File: src/rtl/htw_pkg.sv
// ----------------------------------------------------------------------------
// htw_pkg
// Types and codes shared by the timing wheel modules.
// ----------------------------------------------------------------------------
`default_nettype none
package htw_pkg;
    localparam int DVD_W  = 32;
    localparam int IDX_W  = 6;
    localparam int SEQ_W  = 16;
    localparam int SLOT_W = 16;
    localparam int ROT_W  = 20;
    localparam int CNT_W  = 7;

    localparam logic [ROT_W-1:0] ROT_MAX = '1;

    localparam logic [1:0] REQ_ADD    = 2'd0;
    localparam logic [1:0] REQ_CANCEL = 2'd1;
    localparam logic [1:0] REQ_TICK   = 2'd2;

    localparam logic [1:0] KIND_ADD    = 2'd0;
    localparam logic [1:0] KIND_CANCEL = 2'd1;
    localparam logic [1:0] KIND_FIRE   = 2'd2;

    localparam logic [1:0] ST_OK    = 2'd0;
    localparam logic [1:0] ST_FULL  = 2'd1;
    localparam logic [1:0] ST_STALE = 2'd2;

    typedef struct packed {
        logic [DVD_W-1:0]  interval;
        logic [ROT_W-1:0]  rot;
        logic [SEQ_W-1:0]  seq;
        logic [SLOT_W-1:0] slot;
    } t_ent;

    typedef struct packed {
        logic [1:0]       kind;
        logic [1:0]       status;
        logic [IDX_W-1:0] idx;
        logic [SEQ_W-1:0] seq;
        logic [CNT_W-1:0] live;
        logic             last;
    } t_res;

    typedef struct packed {
        logic             start;
        logic [DVD_W-1:0] dividend;
    } t_div_req;
endpackage
`default_nettype wire

File: src/rtl/htw_div.sv
// ----------------------------------------------------------------------------
// htw_div
// Divider by the wheel size through a reciprocal multiply.
// ----------------------------------------------------------------------------
`default_nettype none
module htw_div
    import htw_pkg::*;
#(
    parameter int WHEEL_SIZE = 4096
) (
    input  wire logic              i_clk,
    input  wire logic              i_rst_n,
    input  wire t_div_req          i_req,
    output logic                   o_done,
    output logic [DVD_W-1:0]       o_quot,
    output logic [SLOT_W-1:0]      o_rem
);
    localparam int RW = $clog2(WHEEL_SIZE);
    // floor(2^(32+RW) / WHEEL_SIZE) + 1 gives an exact quotient for 32-bit inputs
    localparam logic [63:0]    MAG_FULL = ((64'd1 << (DVD_W + RW)) / 64'(WHEEL_SIZE)) + 64'd1;
    localparam logic [DVD_W:0] MAGIC    = MAG_FULL[DVD_W:0];

    logic                r_ld;
    logic                r_mul;
    logic                r_done;
    logic [DVD_W-1:0]    r_x;
    logic [2*DVD_W:0]    r_prod;
    logic [RW-1:0]       r_rem;
    logic [DVD_W-1:0]    w_quot;
    logic [DVD_W-1:0]    w_diff;

    assign w_quot = DVD_W'(r_prod[2*DVD_W:DVD_W+RW]);
    assign w_diff = r_x - w_quot * DVD_W'(WHEEL_SIZE);

    always_ff @(posedge i_clk) begin
        if (!i_rst_n) begin
            r_ld   <= 1'b0;
            r_mul  <= 1'b0;
            r_done <= 1'b0;
        end else begin
            r_ld   <= i_req.start;
            r_mul  <= r_ld;
            r_done <= r_mul;
        end
        if (i_req.start) begin
            r_x <= i_req.dividend;
        end
        if (r_ld) begin
            r_prod <= (2*DVD_W+1)'(r_x) * (2*DVD_W+1)'(MAGIC);
        end
        if (r_mul) begin
            r_rem <= w_diff[RW-1:0];
        end
    end

    assign o_done = r_done;
    assign o_quot = w_quot;
    assign o_rem  = SLOT_W'(r_rem);
endmodule
`default_nettype wire

File: config.mk
export PLATFORM = sky130hd
export DESIGN_NAME = htw_div
export DESIGN_NICKNAME = d
export VERILOG_FILES = /design/src/rtl/htw_pkg.sv /design/src/rtl/htw_div.sv
export SDC_FILE = /design/constraint.sdc
export NUM_CORES = 1
export LEC_CHECK = 0
export ABC_AREA = 1
export BUFFER_PORTS_ARGS = -buffer_cell sky130_fd_sc_hd__clkbuf_2
export CORE_MARGIN = 2
export CORE_UTILIZATION = 42
export DETAILED_ROUTE_END_ITERATION = 7
export HOLD_SLACK_MARGIN = 0.12
export PLACE_DENSITY_LB_ADDON = 0.3
export SLEW_MARGIN = 25
export SYNTH_ARGS = -nofsm -noshare
export SYNTH_HDL_FRONTEND = slang
export SYNTH_SLANG_ARGS = --single-unit
File: constraint.sdc
create_clock -name i_clk -period 1.2 [get_ports i_clk]
set_clock_uncertainty 0.15 [all_clocks]
set_input_delay 0.18 -clock i_clk [delete_from_list [all_inputs] [get_ports i_clk]]
set_output_delay 0.18 -clock i_clk [all_outputs]
set_load 0.02 [all_outputs]
# Yosys cells after proc, flatten, opt, wreduce, memory -nomap -nowiden
# Cells that the tools add are included.
# totals
register_bits	112
wordCells	8
input_bits	35
output_inout_bits	49
# op_classes
mul	1
add_sub_neg	1
# ops
operator	n
$mul 32x33->65 const B	1
$sub 12x1->12 const B	1

# Depth between registers and ports, before layout
# depth
word_depth	1
mapped_depth	2
depth_no_buf	2

# Worst setup path before layout
# OpenSTA, ideal clock, no wires.
# synth_path
path_type	reg2reg
startpoint	register r_ld
endpoint	register r_prod[44], enable pin
synth_period_minus_slack_ns	1.248
stages_incl_launch_ff	1
t_arrival_ns	0.720
n_path_buf	0
required_time_ns	0.672
setup_ns	0.378
setup_slack_ns	-0.048
path_cell_list	dfxtp_1
# synth_lines
item	line	text
start, declared	htw_div.sv:23	logic r_ld;
start signal, assigned	htw_div.sv:41	r_ld <= i_req.start;
end signal, assigned	htw_div.sv:49	r_prod <= (2*DVD_W+1)'(r_x) * (2*DVD_W+1)'(MAGIC);
end, declared	htw_div.sv:27	logic [2*DVD_W:0] r_prod;
# No word-level cell between the ends.

# Worst setup path in the final report
# layout_path
startpoint	register r_prod[44]
endpoint	output port o_quot[0]
# layout_lines
item	line	text
end, declared	htw_div.sv:15	output logic [DVD_W-1:0] o_quot,
# No word-level cell between the ends.

==> out/results.tsv <==
stage	metric	value	unit
floorplanning	Chip Width	75.2	um
critical_path	CP Class	reg2out	
finish	nets	242	
logic_synthesis	area leader, netlist	edfxtp_1	
global_route	number of global-route vias before repair	1112	
placed_design	Post-DP Area	2590	sq um
placed_design	# port buffers	67	
logic_synthesis	top_reg_cell synth	edfxtp_1	
finish	Final Cell Area	3250	sq um
placed_design	gpl congestion	0.675	
sta	RSZ-0062 raised after global routing	yes	
cts	CTS tree	yes	
global_route	global-route wire length before repair	5180	um
floorplanning	# IOs	84	
logic_synthesis	Cells after Synth	90	
finish	synthesis-to-finish area growth	52.7	%
global_route	grt ovf	0	
sta	FMAX	809	MHz
global_route	largest net degree at the start of global routing	20	
logic_synthesis	#FFs+latches synth	67	
flow_run	Max Cap Viol	0	
floorplanning	Die H	75.2	um
sta	Slew Limit Fails	0	
critical_path	Top delay family on crit path	flip-flops	
power	VDD IR max	0.964	mV
critical_path	WP data required	0.87	ns
cts	Clock Tree Buf Depth	2	
routing	Final ANT Viol Nets	0	
placed_design	placed cells	229	
critical_path	Setup crit end kind	primary output	
logic_synthesis	asr flop ratio synth	0	%
cts	clk root buf	clkbuf_8	
sta	PnR worst setup slack	-0.0354	ns
finish	Final Non-Filler Cells	279	
routing	routed vias/inst	4.03	
logic_synthesis	register area share after synthesis	93.1	%
logic_synthesis	Area contributors post-synth	edfxtp_1, buf_4, dfxtp_1	
sta	Min Clock Period, post-route	1.24	ns
floorplanning	die area	5650	sq um
critical_path	crit-path cells	buf_6	
finish	layout cells sized above 1	41.0	%
logic_synthesis	Yosys top cell area share	90.3	%
worst_hold_path	HP Class	reg2reg	
cts	H-tree levels	3	
logic_synthesis	Post-synth EDFFs	64	
global_route	initial antenna violation count	0	
finish	ANT cells	0	
logic_synthesis	most frequent cells after synthesis	edfxtp_1, buf_4, dfxtp_1, inv_1, nand2_1	
critical_path	CP startpoint kind	flip-flop	
cts	Post-CTS Setup Bufs	0	
global_route	GRT Total Usage	13.9	%
routing	DR pass1 iterations	4	
floorplanning	Core Region	4820	sq um
routing	drt drc	0	
power	PwrDens	1490	nW/um^2
run_status	status	finished, violations left	
routing	initial drt markers	38	
sta	Final Hold Viols	0	
placed_design	HPWL Detailed	2280	um
floorplanning	Cell Rows	25	
routing	via count	1124	
critical_path	slowest cell delay on critical path	0.42	ns
cts	clk_lat worst skew	0.33	ns
cts	total CTS buffers	9	
run_status	failing checks	negative setup slack	
routing	Post-Route WL	3550	um
logic_synthesis	Mapped Area	2130	sq um
floorplanning	Starting Density	44.2	%
logic_synthesis	count leader, synth	edfxtp_1	
cts	Reg clk slew, reported paths	0.07	ns
sta	Setup-failing EPs final	6	
critical_path	slowest CP cell	edfxtp_1	
sta	period utilization	103	%
logic_synthesis	Yosys warnings	0	
critical_path	Worst Path Buf+Inv	1	
cts	Sink Count	67	
power	leak pwr	1.32	nW
critical_path	CP Max Fanout	1	
critical_path	WP data arrival	0.91	ns
logic_synthesis	Synth Area per Inst	23.6	sq um
routing	WL/cell	12.7	um
logic_synthesis	Netlist cell types	6	
[state kept, by name, summed over array words and instances, names as in the netlist]
signal,count
r_mul,1
r_x,32
r_prod,20
r_rem,12
r_ld,1
o_done,1
[per-layer routing]
| metal | vias to the layer above | routed length, um | global-route usage, % |
|---|---|---|---|
| met5 | - | 0 | 0 |
| li1 | 537 | - | - |
| met2 | 50 | 2050 | 23.8 |
| met1 | 528 | 1170 | 14.1 |
| met3 | 9 | 242 | 5.35 |
| met4 | 0 | 87 | 8.77 |
[cell type report]
| class | count | area [sq um] |
|---|---|---|
| Clock buffer | 13 | 159 |
| Tap cell | 67 | 83.8 |
| Timing Repair Buffer | 107 | 927 |
| Clock inverter | 3 | 13.8 |
| Sequential cell | 67 | 1980 |
| Fill cell | 325 | 1570 |
| Inverter | 3 | 11.3 |
| Multi-Input combinational cell | 19 | 71.3 |
[cell families (layout without fill, tap and decap cells)]
| family | after synthesis | in the layout | share of synthesized area (%) |
|---|---|---|---|
| and+or+nand+nor | 3 | 3 | 0.529 |
| buffers and inverters | 19 | 126 | 6.17 |
| DFF | 67 | 67 | 93.1 |
| other | 1 | 16 | 0.176 |
[worst paths after layout]
check | start | end | slack, ns | cells past startpoint
max | r_prod[44] | o_quot[0] | -0.04 | 1
min reg2reg | r_x[10] | r_rem[10] | 0.27 | 0
max reg2reg | r_ld | r_prod[52] | 0.24 | 1
min | r_x[10] | r_rem[10] | 0.27 | 0
[stage by stage]
stage / TNS, ns / worst slack, ns / power (mW) / util [%] / hold WS, ns
after global routing: -0.746 / -0.0738 / 5.02 / 67.5 / 0.274
after detailed placement: 0 / 0.250 / 3.16 / 53.8 / 0.209
final: -0.0696 / -0.0354 / 4.85 / 67.5 / 0.268
after global placement: 0 / 0.257 / 3.14 / 53.8 / 0.207
after CTS: -0.281 / -0.0358 / 4.83 / 64.5 / 0.269
after floorplan: 0 / 0.149 / 3.01 / - / 0.123
[report_power, final]
part / switching (mW) / internal (mW)
Combinational: 0.221 / 0.233
Clock: 0.746 / 0.850
Sequential: 0.0541 / 2.75
Total: 1.02 / 3.83
[what timing repair did]
item,in CTS,in global routing
resized for setup,0,78
endpoints found under the setup margin,18,32
hold buffers,34,0
hold endpoints to repair,45,0
[layout by cell type, fill, tap and decap left out, drive strengths merged]
cell type and n:
nand2 3, edfxtp 64, dfxtp 3, clkinv 3, clkbuf 48, conb 16
dlygate4sd3 34, buf 38, inv 3
Power figures use the tool's default switching activity.
